`src/hw/rtl/shcd_pkg.sv`:
```
// ----------------------------------------------------------------------------
// shcd_pkg: shared types and constants of the switch click/hold detector
// Event codes, channel codes, register indexes and the per-button sample
// function used by the front end.
// ----------------------------------------------------------------------------
`default_nettype none

package shcd_pkg;

    localparam int CFG_IDX_W  = 2;
    localparam int CFG_DATA_W = 16;
    localparam int FIFO_DEPTH = 4;
    localparam int NUM_SRC    = 3;

    localparam logic [15:0] SAMPLE_PERIOD_RST   = 16'd20;
    localparam logic [7:0]  HOLD_THRESHOLD_RST  = 8'd18;
    localparam logic [7:0]  CLICK_THRESHOLD_RST = 8'd0;

    typedef enum logic [CFG_IDX_W-1:0] {
        REG_SAMPLE_PERIOD   = 2'd0,
        REG_HOLD_THRESHOLD  = 2'd1,
        REG_CLICK_THRESHOLD = 2'd2
    } t_reg_idx;

    typedef enum logic [2:0] {
        EV_OFF      = 3'd0,
        EV_ON       = 3'd1,
        EV_CLICK    = 3'd2,
        EV_HOLD     = 3'd3,
        EV_HOLD_END = 3'd4
    } t_event;

    typedef enum logic [1:0] {
        CH_MAIN    = 2'd0,
        CH_BUTTON0 = 2'd1,
        CH_BUTTON1 = 2'd2
    } t_channel;

    // Events of one poll: one slot per source, slot index equals channel code.
    typedef struct packed {
        logic [NUM_SRC-1:0]        mask;
        logic [NUM_SRC-1:0][2:0]   code;
    } t_bundle;

    typedef struct packed {
        logic [7:0] count;
        logic       held;
        logic       ev_vld;
        logic [2:0] ev;
    } t_btn_res;

    function automatic t_btn_res sample_btn(
        input logic       pressed,
        input logic [7:0] cnt,
        input logic       was_held,
        input logic [7:0] hold_thr,
        input logic [7:0] click_thr
    );
        t_btn_res   res;
        logic [7:0] c;
        logic       h;
        logic       clicked;
        c       = cnt;
        h       = 1'b0;
        clicked = 1'b0;
        if (pressed) begin
            if (c != 8'hFF) begin
                c = c + 8'd1;
            end
            if (c > hold_thr) begin
                h = 1'b1;
                c = hold_thr;
            end
        end else begin
            if ((c > click_thr) && (c < hold_thr) && !was_held) begin
                clicked = 1'b1;
            end
            c = 8'd0;
        end
        res.count  = c;
        res.held   = h;
        res.ev_vld = clicked | h | was_held;
        if (clicked) begin
            res.ev = EV_CLICK;
        end else if (h) begin
            res.ev = EV_HOLD;
        end else begin
            res.ev = EV_HOLD_END;
        end
        return res;
    endfunction

endpackage

`default_nettype wire

```
`src/hw/rtl/shcd_if.sv`:
```
// ----------------------------------------------------------------------------
// shcd_if: channel interfaces of the switch click/hold detector
// Poll channel, event channel and configuration write channel, each with
// valid/ready and a source and a sink modport.
// ----------------------------------------------------------------------------
`default_nettype none

interface shcd_in_if;
    logic valid;
    logic ready;
    logic main_level;
    logic button0_pressed;
    logic button1_pressed;
    logic tick;

    modport source (output valid, main_level, button0_pressed, button1_pressed, tick,
                    input ready);
    modport sink (input valid, main_level, button0_pressed, button1_pressed, tick,
                  output ready);
endinterface

interface shcd_out_if;
    logic       valid;
    logic       ready;
    logic [2:0] event_res;
    logic [1:0] channel;
    logic       last;

    modport source (output valid, event_res, channel, last, input ready);
    modport sink (input valid, event_res, channel, last, output ready);
endinterface

interface shcd_cfg_if;
    logic                            valid;
    logic                            ready;
    logic [shcd_pkg::CFG_IDX_W-1:0]  index;
    logic [shcd_pkg::CFG_DATA_W-1:0] data;

    modport source (output valid, index, data, input ready);
    modport sink (input valid, index, data, output ready);
endinterface

`default_nettype wire

```
`src/hw/rtl/shcd_front.sv`:
```
// ----------------------------------------------------------------------------
// shcd_front: poll classifier
// Holds configuration and detector state, takes one poll per cycle while the
// event queue has room and pushes the events it causes into it as one bundle.
// ----------------------------------------------------------------------------
`default_nettype none

module shcd_front (
    input  wire               i_clk,
    input  wire               i_rst_n,
    shcd_in_if.sink           i_in,
    shcd_cfg_if.sink          i_cfg,
    input  wire               i_full,
    output logic              o_push,
    output shcd_pkg::t_bundle o_bundle
);

    logic [15:0] r_sample_period;
    logic [7:0]  r_hold_thr;
    logic [7:0]  r_click_thr;
    logic        r_main;
    logic [15:0] r_tick_count;
    logic [1:0][7:0] r_press_count;
    logic [1:0]  r_was_held;

    logic        n_main;
    logic [15:0] n_tick_count;
    logic [1:0][7:0] n_press_count;
    logic [1:0]  n_was_held;

    logic        accept;
    logic [15:0] tick_inc;
    logic        sample;
    logic        main_chg;
    shcd_pkg::t_btn_res btn_res [2];
    shcd_pkg::t_bundle  bundle;

    assign i_in.ready  = !i_full;
    assign i_cfg.ready = 1'b1;
    assign accept      = i_in.valid && !i_full;

    always_comb begin
        main_chg = i_in.main_level != r_main;
        if (i_in.tick && (r_tick_count != 16'hFFFF)) begin
            tick_inc = r_tick_count + 16'd1;
        end else begin
            tick_inc = r_tick_count;
        end
        sample     = tick_inc >= r_sample_period;
        btn_res[0] = shcd_pkg::sample_btn(i_in.button0_pressed, r_press_count[0],
                                          r_was_held[0], r_hold_thr, r_click_thr);
        btn_res[1] = shcd_pkg::sample_btn(i_in.button1_pressed, r_press_count[1],
                                          r_was_held[1], r_hold_thr, r_click_thr);

        bundle.mask[0] = main_chg;
        bundle.code[0] = i_in.main_level ? shcd_pkg::EV_ON : shcd_pkg::EV_OFF;
        bundle.mask[1] = sample && btn_res[0].ev_vld;
        bundle.code[1] = btn_res[0].ev;
        bundle.mask[2] = sample && btn_res[1].ev_vld;
        bundle.code[2] = btn_res[1].ev;

        n_main        = r_main;
        n_tick_count  = r_tick_count;
        n_press_count = r_press_count;
        n_was_held    = r_was_held;
        if (accept) begin
            n_main       = i_in.main_level;
            n_tick_count = sample ? 16'd0 : tick_inc;
            if (sample) begin
                n_press_count[0] = btn_res[0].count;
                n_press_count[1] = btn_res[1].count;
                n_was_held[0]    = btn_res[0].held;
                n_was_held[1]    = btn_res[1].held;
            end
        end
    end

    // A poll that causes no event leaves nothing in the queue.
    assign o_push   = accept && (bundle.mask != '0);
    assign o_bundle = bundle;

    always_ff @(posedge i_clk) begin
        if (!i_rst_n) begin
            r_sample_period <= shcd_pkg::SAMPLE_PERIOD_RST;
            r_hold_thr      <= shcd_pkg::HOLD_THRESHOLD_RST;
            r_click_thr     <= shcd_pkg::CLICK_THRESHOLD_RST;
            r_main          <= 1'b0;
            r_tick_count    <= '0;
            r_press_count   <= '0;
            r_was_held      <= '0;
        end else begin
            r_main        <= n_main;
            r_tick_count  <= n_tick_count;
            r_press_count <= n_press_count;
            r_was_held    <= n_was_held;
            if (i_cfg.valid) begin
                case (i_cfg.index)
                    shcd_pkg::REG_SAMPLE_PERIOD:   r_sample_period <= i_cfg.data;
                    shcd_pkg::REG_HOLD_THRESHOLD:  r_hold_thr      <= i_cfg.data[7:0];
                    shcd_pkg::REG_CLICK_THRESHOLD: r_click_thr     <= i_cfg.data[7:0];
                    default: ;
                endcase
            end
        end
    end

    a_sample_restarts: assert property (@(posedge i_clk) disable iff (!i_rst_n)
        accept && sample |=> r_tick_count == 16'd0)
        else $error("tick count did not restart after a button sample");

    a_main_tracks: assert property (@(posedge i_clk) disable iff (!i_rst_n)
        o_push && bundle.mask[0] |=> r_main == $past(i_in.main_level))
        else $error("main switch state not updated with its event");

endmodule

`default_nettype wire

```
`src/hw/rtl/shcd_fifo.sv`:
```
// ----------------------------------------------------------------------------
// shcd_fifo: event bundle queue
// Short first-in first-out queue between the classifier and the emitter.
// ----------------------------------------------------------------------------
`default_nettype none

module shcd_fifo #(
    parameter int DEPTH = shcd_pkg::FIFO_DEPTH
) (
    input  wire               i_clk,
    input  wire               i_rst_n,
    input  wire               i_push,
    input  shcd_pkg::t_bundle i_data,
    input  wire               i_pop,
    output shcd_pkg::t_bundle o_data,
    output logic              o_full,
    output logic              o_empty
);

    localparam int PTR_W = (DEPTH > 1) ? $clog2(DEPTH) : 1;
    localparam int CNT_W = $clog2(DEPTH + 1);

    shcd_pkg::t_bundle r_mem [DEPTH];
    logic [PTR_W-1:0]  r_wr_ptr;
    logic [PTR_W-1:0]  r_rd_ptr;
    logic [CNT_W-1:0]  r_count;

    assign o_full  = r_count == CNT_W'(DEPTH);
    assign o_empty = r_count == '0;
    assign o_data  = r_mem[r_rd_ptr];

    always_ff @(posedge i_clk) begin
        if (i_push) begin
            r_mem[r_wr_ptr] <= i_data;
        end
    end

    always_ff @(posedge i_clk) begin
        if (!i_rst_n) begin
            r_wr_ptr <= '0;
            r_rd_ptr <= '0;
            r_count  <= '0;
        end else begin
            if (i_push) begin
                r_wr_ptr <= (r_wr_ptr == PTR_W'(DEPTH - 1)) ? '0 : r_wr_ptr + 1'b1;
            end
            if (i_pop) begin
                r_rd_ptr <= (r_rd_ptr == PTR_W'(DEPTH - 1)) ? '0 : r_rd_ptr + 1'b1;
            end
            if (i_push && !i_pop) begin
                r_count <= r_count + 1'b1;
            end else if (i_pop && !i_push) begin
                r_count <= r_count - 1'b1;
            end
        end
    end

    a_no_overflow: assert property (@(posedge i_clk) disable iff (!i_rst_n)
        i_push |-> !o_full)
        else $error("push into a full event queue");

    a_no_underflow: assert property (@(posedge i_clk) disable iff (!i_rst_n)
        i_pop |-> !o_empty)
        else $error("pop from an empty event queue");

endmodule

`default_nettype wire

```
`src/hw/rtl/shcd_back.sv`:
```
// ----------------------------------------------------------------------------
// shcd_back: event emitter
// Takes bundles from the queue and sends their events one per cycle, while
// the receiver is ready, through a registered output stage, marking the final
// event of each poll.
`default_nettype none

module shcd_back (
    input  wire               i_clk,
    input  wire               i_rst_n,
    input  shcd_pkg::t_bundle i_bundle,
    input  wire               i_empty,
    output logic              o_pop,
    shcd_out_if.source        o_out
);

    logic [shcd_pkg::NUM_SRC-1:0]      r_mask;
    logic [shcd_pkg::NUM_SRC-1:0][2:0] r_code;
    logic       r_out_valid;
    logic [2:0] r_out_event;
    logic [1:0] r_out_channel;
    logic       r_out_last;

    logic [shcd_pkg::NUM_SRC-1:0] pick;
    logic [shcd_pkg::NUM_SRC-1:0] mask_after;
    logic [1:0] sel;
    logic       out_free;
    logic       adv;

    always_comb begin
        pick       = r_mask & (~r_mask + 1'b1);
        mask_after = r_mask & ~pick;
        if (r_mask[0]) begin
            sel = shcd_pkg::CH_MAIN;
        end else if (r_mask[1]) begin
            sel = shcd_pkg::CH_BUTTON0;
        end else begin
            sel = shcd_pkg::CH_BUTTON1;
        end
        out_free = !r_out_valid || o_out.ready;
        adv      = (r_mask != '0) && out_free;
        // Refill as soon as the current bundle is used up, in the same cycle
        // as its final event moves to the output stage.
        o_pop    = !i_empty && ((r_mask == '0) || (adv && (mask_after == '0)));
    end

    always_ff @(posedge i_clk) begin
        if (o_pop) begin
            r_code <= i_bundle.code;
        end
        if (adv) begin
            r_out_event   <= r_code[sel];
            r_out_channel <= sel;
            r_out_last    <= mask_after == '0;
        end
    end

    always_ff @(posedge i_clk) begin
        if (!i_rst_n) begin
            r_mask      <= '0;
            r_out_valid <= 1'b0;
        end else begin
            if (o_pop) begin
                r_mask <= i_bundle.mask;
            end else if (adv) begin
                r_mask <= mask_after;
            end
            if (out_free) begin
                r_out_valid <= adv;
            end
        end
    end

    assign o_out.valid     = r_out_valid;
    assign o_out.event_res = r_out_event;
    assign o_out.channel   = r_out_channel;
    assign o_out.last      = r_out_last;

    a_refill_nonempty: assert property (@(posedge i_clk) disable iff (!i_rst_n)
        o_pop |=> r_mask != '0)
        else $error("empty bundle taken from the event queue");

    a_main_codes: assert property (@(posedge i_clk) disable iff (!i_rst_n)
        r_out_valid && (r_out_channel == shcd_pkg::CH_MAIN) |->
            (r_out_event == shcd_pkg::EV_OFF) || (r_out_event == shcd_pkg::EV_ON))
        else $error("main switch channel carries a button event");

endmodule

`default_nettype wire

```
`src/hw/rtl/switch_click_hold_detector_top.sv`:
```
// ----------------------------------------------------------------------------
// switch_click_hold_detector_top: main switch and two-button click/hold detector
// Usage:
//   i_in  takes one poll per request: main switch level, two button levels
//         and a timer-tick flag. It is ready whenever the event queue has room,
//         so polls are normally taken every cycle.
//   o_out gives one event per request: event code, channel and a flag on the
//         final event of a poll. A poll causes zero to three events.
//   i_cfg writes sample period, hold and click threshold and is always ready;
//         the user must write it only while the block is idle; not enforced.
// Path: a poll's events pass the event queue, the emitter's bundle register
//   and the output register. Throughput: one event per cycle at the output
//   register while the receiver is ready, taking a poll's events in turn.
// Reset (synchronous, active low) restores the register defaults, sets the
//   switch state to off and clears tick count, press counts and hold flags.
// When the receiver stalls, the output holds; the queue of FIFO_DEPTH event
//   bundles absorbs polls until it fills, then i_in deasserts ready.
// ----------------------------------------------------------------------------
`default_nettype none

module switch_click_hold_detector_top #(
    parameter int FIFO_DEPTH = shcd_pkg::FIFO_DEPTH
) (
    input  wire        i_clk,
    input  wire        i_rst_n,
    shcd_in_if.sink    i_in,
    shcd_cfg_if.sink   i_cfg,
    shcd_out_if.source o_out
);

    logic              push;
    logic              pop;
    logic              full;
    logic              empty;
    shcd_pkg::t_bundle push_data;
    shcd_pkg::t_bundle pop_data;

    shcd_front u_front (
        .i_clk    (i_clk),
        .i_rst_n  (i_rst_n),
        .i_in     (i_in),
        .i_cfg    (i_cfg),
        .i_full   (full),
        .o_push   (push),
        .o_bundle (push_data)
    );

    shcd_fifo #(
        .DEPTH (FIFO_DEPTH)
    ) u_fifo (
        .i_clk   (i_clk),
        .i_rst_n (i_rst_n),
        .i_push  (push),
        .i_data  (push_data),
        .i_pop   (pop),
        .o_data  (pop_data),
        .o_full  (full),
        .o_empty (empty)
    );

    shcd_back u_back (
        .i_clk    (i_clk),
        .i_rst_n  (i_rst_n),
        .i_bundle (pop_data),
        .i_empty  (empty),
        .o_pop    (pop),
        .o_out    (o_out)
    );

endmodule

`default_nettype wire

```
`src/flat_wrapper.sv`:
```
// flat-port wrapper written by rule: the top's interface ports become plain ports
module switch_click_hold_detector_top_flat 
#(
    parameter int FIFO_DEPTH = shcd_pkg::FIFO_DEPTH
)
  (i_clk, i_rst_n, i_in_valid, i_in_main_level, i_in_button0_pressed, i_in_button1_pressed, i_in_tick, i_in_ready, i_cfg_valid, i_cfg_index, i_cfg_data, i_cfg_ready, o_out_valid, o_out_event_res, o_out_channel, o_out_last, o_out_ready);
  shcd_in_if i_in_i ();
  shcd_cfg_if i_cfg_i ();
  shcd_out_if o_out_i ();
  input  wire i_clk;
  input  wire i_rst_n;
  input wire logic [$bits(i_in_i.valid)-1:0] i_in_valid;
  input wire logic [$bits(i_in_i.main_level)-1:0] i_in_main_level;
  input wire logic [$bits(i_in_i.button0_pressed)-1:0] i_in_button0_pressed;
  input wire logic [$bits(i_in_i.button1_pressed)-1:0] i_in_button1_pressed;
  input wire logic [$bits(i_in_i.tick)-1:0] i_in_tick;
  output wire logic [$bits(i_in_i.ready)-1:0] i_in_ready;
  input wire logic [$bits(i_cfg_i.valid)-1:0] i_cfg_valid;
  input wire logic [$bits(i_cfg_i.index)-1:0] i_cfg_index;
  input wire logic [$bits(i_cfg_i.data)-1:0] i_cfg_data;
  output wire logic [$bits(i_cfg_i.ready)-1:0] i_cfg_ready;
  output wire logic [$bits(o_out_i.valid)-1:0] o_out_valid;
  output wire logic [$bits(o_out_i.event_res)-1:0] o_out_event_res;
  output wire logic [$bits(o_out_i.channel)-1:0] o_out_channel;
  output wire logic [$bits(o_out_i.last)-1:0] o_out_last;
  input wire logic [$bits(o_out_i.ready)-1:0] o_out_ready;
  assign i_in_i.valid = i_in_valid;
  assign i_in_i.main_level = i_in_main_level;
  assign i_in_i.button0_pressed = i_in_button0_pressed;
  assign i_in_i.button1_pressed = i_in_button1_pressed;
  assign i_in_i.tick = i_in_tick;
  assign i_in_ready = i_in_i.ready;
  assign i_cfg_i.valid = i_cfg_valid;
  assign i_cfg_i.index = i_cfg_index;
  assign i_cfg_i.data = i_cfg_data;
  assign i_cfg_ready = i_cfg_i.ready;
  assign o_out_valid = o_out_i.valid;
  assign o_out_event_res = o_out_i.event_res;
  assign o_out_channel = o_out_i.channel;
  assign o_out_last = o_out_i.last;
  assign o_out_i.ready = o_out_ready;
  switch_click_hold_detector_top #(.FIFO_DEPTH(FIFO_DEPTH)) u_core (.i_clk(i_clk), .i_rst_n(i_rst_n), .i_in(i_in_i), .i_cfg(i_cfg_i), .o_out(o_out_i));
endmodule
```
`config.mk`:
```
export PLATFORM = sky130hd
export DESIGN_NAME = switch_click_hold_detector_top_flat
export DESIGN_NICKNAME = d
export VERILOG_FILES = /design/src/hw/rtl/shcd_pkg.sv /design/src/hw/rtl/shcd_if.sv /design/src/hw/rtl/shcd_front.sv /design/src/hw/rtl/shcd_fifo.sv /design/src/hw/rtl/shcd_back.sv /design/src/hw/rtl/switch_click_hold_detector_top.sv /design/src/flat_wrapper.sv
export SDC_FILE = /design/constraint.sdc
export NUM_CORES = 1
export LEC_CHECK = 0
export BUFFER_PORTS_ARGS = -buffer_cell sky130_fd_sc_hd__clkbuf_2
export CAP_MARGIN = 30
export CORE_AREA = 4 4 179 181
export CTS_CLUSTER_DIAMETER = 200
export DETAILED_ROUTE_END_ITERATION = 12
export DIE_AREA = 0 0 183 185
export PLACE_DENSITY = 0.43
export SETUP_SLACK_MARGIN = 0.4
export SYNTH_ARGS = -nofsm -noshare
export SYNTH_HDL_FRONTEND = slang
export SYNTH_SLANG_ARGS = --single-unit
```
`constraint.sdc`:
```
create_clock -name i_clk -period 11.4 [get_ports i_clk]
set_input_delay 1.71 -clock i_clk [delete_from_list [all_inputs] [get_ports i_clk]]
set_output_delay 1.71 -clock i_clk [all_outputs]
set_load 0.1 [all_outputs]
```
==> results by group <==
Timing
  – Unrepaired setup endpoints after global routing: no
  – Final hold viol count: 0
  – Final setup violation count: 0
  – Fmax: 186 MHz
  – Final Max Slew Viols: 0
  – Post-route minimum period: between 5 and 6 ns
  – Setup TNS: 0 ns
  – Max_slew headroom: 0.412
  – Final Skew: ~0.016 ns
  – Final Cycle Share: 0.473
  – Worst Tran Pin Value: between 0.8 and 0.9 ns

Worst setup path
  – CP Launch Type: input pin
  – Reg2Reg Depth: 18
  – CP Max Fanout: 16
  – Crit path kind: in -> reg
  – CP Capture Type: register
  – Arrival time at the worst endpoint: 5.73 ns
  – CP required: 11.74 ns

Logic synthesis
  – Syn_nets: around 880
  – Register area share after synthesis: 0.423
  – Synthesized netlist cell count: between 700 and 800
  – Yosys Warn Count: 0
  – Post-synthesis async set-or-reset flop share: 0
  – Syn Area/Cell: 9.68 sq um
  – Netlist cell types: 60
  – Post-synthesis sequential element count: about 130
  – Main synth FF type: dfxtp_1
  – EDFF count, synth: between 50 and 60
  – Post-Syn Area: 7540 sq um

Clock network
  – CTS root buf: clkbuf_16
  – Worst-path clk slew: around 0.07 ns
  – CTS buffer count: 17
  – Post-CTS setup repair buffer count: 0
  – CTS tree: yes
  – Clock buffer depth: 2
  – Num Clock Sinks: between 100 and 150
  – Worst skew pair latency: 0.42 ns
  – Post-CTS sizing: 0
  – CTS Hold Bufs: 0
  – H-tree depth: 4

Power and ir drop
  – Psw: between 500 and 600 uW
  – Pwr dens: roughly 170 nW/um^2
  – Reg power frac: 0.407
  – Peak supply drop: around 0.096 mV
  – Design internal power: around 990 uW
  – Sw frac: 0.341
  – Clock share of power: 0.378
  – Leakage power: around 3.4 nW
  – Total power: roughly 1.5 mW
  – Combinational share of power: 0.215

Floorplan
  – DIE HEIGHT: 185 um
  – Core outline area: 30,400 sq um
  – Die width: 183 um
  – Num rows: 64
  – Initial Utilization: 0.248
  – Number of I/O pins: 36
  – Die area: between 30,000 and 40,000 sq um

Routing
  – Via density per instance: between 4 and 5
  – DRT iter0 DRCs: between 200 and 250
  – WL per Instance: 15.6 um
  – Vias post-DR: roughly 5.6k
  – Initial DRT Pass Iterations: 5
  – Post-DRT Antenna Nets: 0
  – Drt total wl: approximately 19,000 um
  – Drt drc: 0

Global routing
  – Antenna violations before repair: 0
  – Met2 usage: 0.178
  – Vias in the first global route: between 5k and 6k
  – Gr busiest metal: met2
  – First-pass GRT wire length: 30,800 um
  – Gr usage total: 0.115
  – Largest net degree at the start of global routing: approximately 80
  – GRT met1 Usage: 0.163
  – Global routing usage on met3: 0.0200
  – GRT Residual Overflow: 0

Placement
  – Routability cong.: 0.814
  – HPWL Detailed: roughly 14,000 um
  – Input/output buffers: 34

Final layout
  – Fill cells: between 3k and 4k
  – Layout cells sized above 1: 0.122
  – Layout area overhead: 16.0%
  – Diode count: 0
  – Finished Core Util: 0.288
  – Layout net count: about 900

Worst hold path
  – Hold path cells: 2
  – Hold Path Class: reg -> reg

Job
  – Max-cap viol count: 0

Status
  – Status: finished clean
-- worst max-delay path, cell delays in order --
cell	delay, ns
clkbuf_2	0.17
nand4_1	0.16
nor2_1	0.17
o211ai_1	0.22
nor2_1	0.24
xor2_1	0.11
ha_1	0.30
nand2_1	0.06
nor2_1	0.13
nand2_1	0.09
o31ai_2	0.47
buf_4	0.31
o221ai_4	0.18
inv_1	0.10
ha_1	0.17
inv_1	0.07
fa_1	0.43
xor2_1	0.15
or3_1	0.30
a21boi_0	0.17
-- cells by family (layout without fill, tap and decap cells) --
kind of cell,Yosys count,count (layout),synth area share
simple gates,255,255,0.168
compound gates,174,174,0.153
flops,133,133,0.423
buf+inv,86,124,0.0436
fa+ha+maj,72,72,0.120
mux,37,37,0.0665
xor+xnor,21,21,0.0244
other cells,1,1,0.000497
-- registers in the layout, indices dropped and copies added, names as in the netlist, named ones only --
register and flops:
u_core.u_front.r_was_held 2, u_core.u_front.r_click_thr 8, u_core.u_fifo.r_wr_ptr 2, u_core.u_fifo.r_count 3, u_core.u_fifo.r_rd_ptr 2, u_core.u_front.r_hold_thr 8
u_core.u_back.o_out.event_res 3, u_core.u_fifo.r_mem 40, u_core.u_front.r_sample_period 16, u_core.u_front.r_tick_count 16, u_core.u_front.r_main 1, u_core.u_back.r_code 7
u_core.u_back.o_out.last 1, u_core.u_front.r_press_count 16, u_core.u_back.o_out.channel 2, u_core.u_back.o_out.valid 1, u_core.u_back.r_mask 3
-- synthesized netlist by cell type (2+ instances only) --
cell	n	area, sq um
a221oi_1	7	61.3
nor2b_1	33	206
nand4_1	12	75.1
o21ai_0	40	200
clkbuf_1	31	116
dfxtp_1	80	1600
o211ai_1	8	60.1
mux2_2	5	56.3
mux2i_1	22	220
buf_1	2	7.51
nor3_1	7	35.0
o31ai_1	2	15.0
ha_1	71	888
nor2_1	44	165
and4_1	4	35.0
nor3b_1	6	45.0
o221ai_1	2	17.5
and3_1	9	56.3
a22oi_1	4	30.0
mux4_2	10	225
a21o_1	5	37.5
nand3b_1	8	60.1
and2_1	6	37.5
or2_2	3	18.8
a21boi_0	33	248
a21oi_1	41	205
a31oi_1	6	37.5
xnor2_1	13	114
edfxtp_1	53	1590
a32oi_1	7	61.3
buf_2	2	10.0
inv_1	50	188
nand3_1	21	105
nand2_1	90	338
or4_1	3	22.5
nand2b_1	4	25.0
o21a_1	4	30.0
xor2_1	8	70.1
a41oi_1	2	17.5
-- layout make-up --
| type | count | area [sq um] | share of cell area |
|---|---|---|---|
| Clock inverter | 15 | 181 | 0.0207 |
| Sequential cell | 133 | 3190 | 0.365 |
| Clock buffer | 17 | 425 | 0.0486 |
| Multi-Input combinational cell | 560 | 4030 | 0.460 |
| Inverter | 50 | 188 | 0.0215 |
| Timing Repair Buffer | 42 | 238 | 0.0272 |
| Tap cell | 396 | 495 | 0.0566 |
-- stage by stage --
stage,cells,instance area [sq um],hold WS (ns),setup slack [ns]
global placement,1175,8090,0.455,5.68
finish,1213,8750,0.468,6.01
global route,1213,8750,0.494,5.59
CTS,1210,8730,0.470,6.01
floorplan,779,7540,0.443,6.23
detailed placement,1178,8120,0.461,5.57
-- metal layers --
layer / vias up / wire length, um
li1: 2857 / -
met1: 2633 / 9480
met2: 95 / 8510
met3: 23 / 655
met4: 0 / 275
met5: - / 0
-- placed cells by master, fill, tap and decap left out, types with 34 or more instances in the layout --
cell type  instances
o21ai_0           40
inv_1             50
ha_1              71
edfxtp_1          53
a21oi_1           41
dfxtp_1           80
clkbuf_2          34
nor2_1            44
nand2_1           90
-- power groups by stage --
| stage | registers (mW) | logic [mW] | clock network (mW) |
|---|---|---|---|
| 2_1_floorplan | 0.671 | 0.198 | 0 |
| 3_3_place_gp | 0.622 | 0.324 | 0 |
| 5_1_grt | 0.618 | 0.353 | 0.604 |
| 3_5_place_dp | 0.623 | 0.325 | 0 |
| 4_1_cts | 0.612 | 0.326 | 0.582 |
| 6_report | 0.609 | 0.322 | 0.566 |
-- worst paths after layout --
check,start,end,slack (ns)
setup / recovery,i_in_tick,u_core.u_fifo.r_count[2],6.01
hold / removal,u_core.u_front.r_sample_period[12],u_core.u_front.r_sample_period[12],0.47
setup reg to reg,u_core.u_front.r_press_count[1],u_core.u_fifo.r_count[2],6.44
hold reg to reg,u_core.u_front.r_sample_period[12],u_core.u_front.r_sample_period[12],0.47
(Power assumes the default switching activity.)
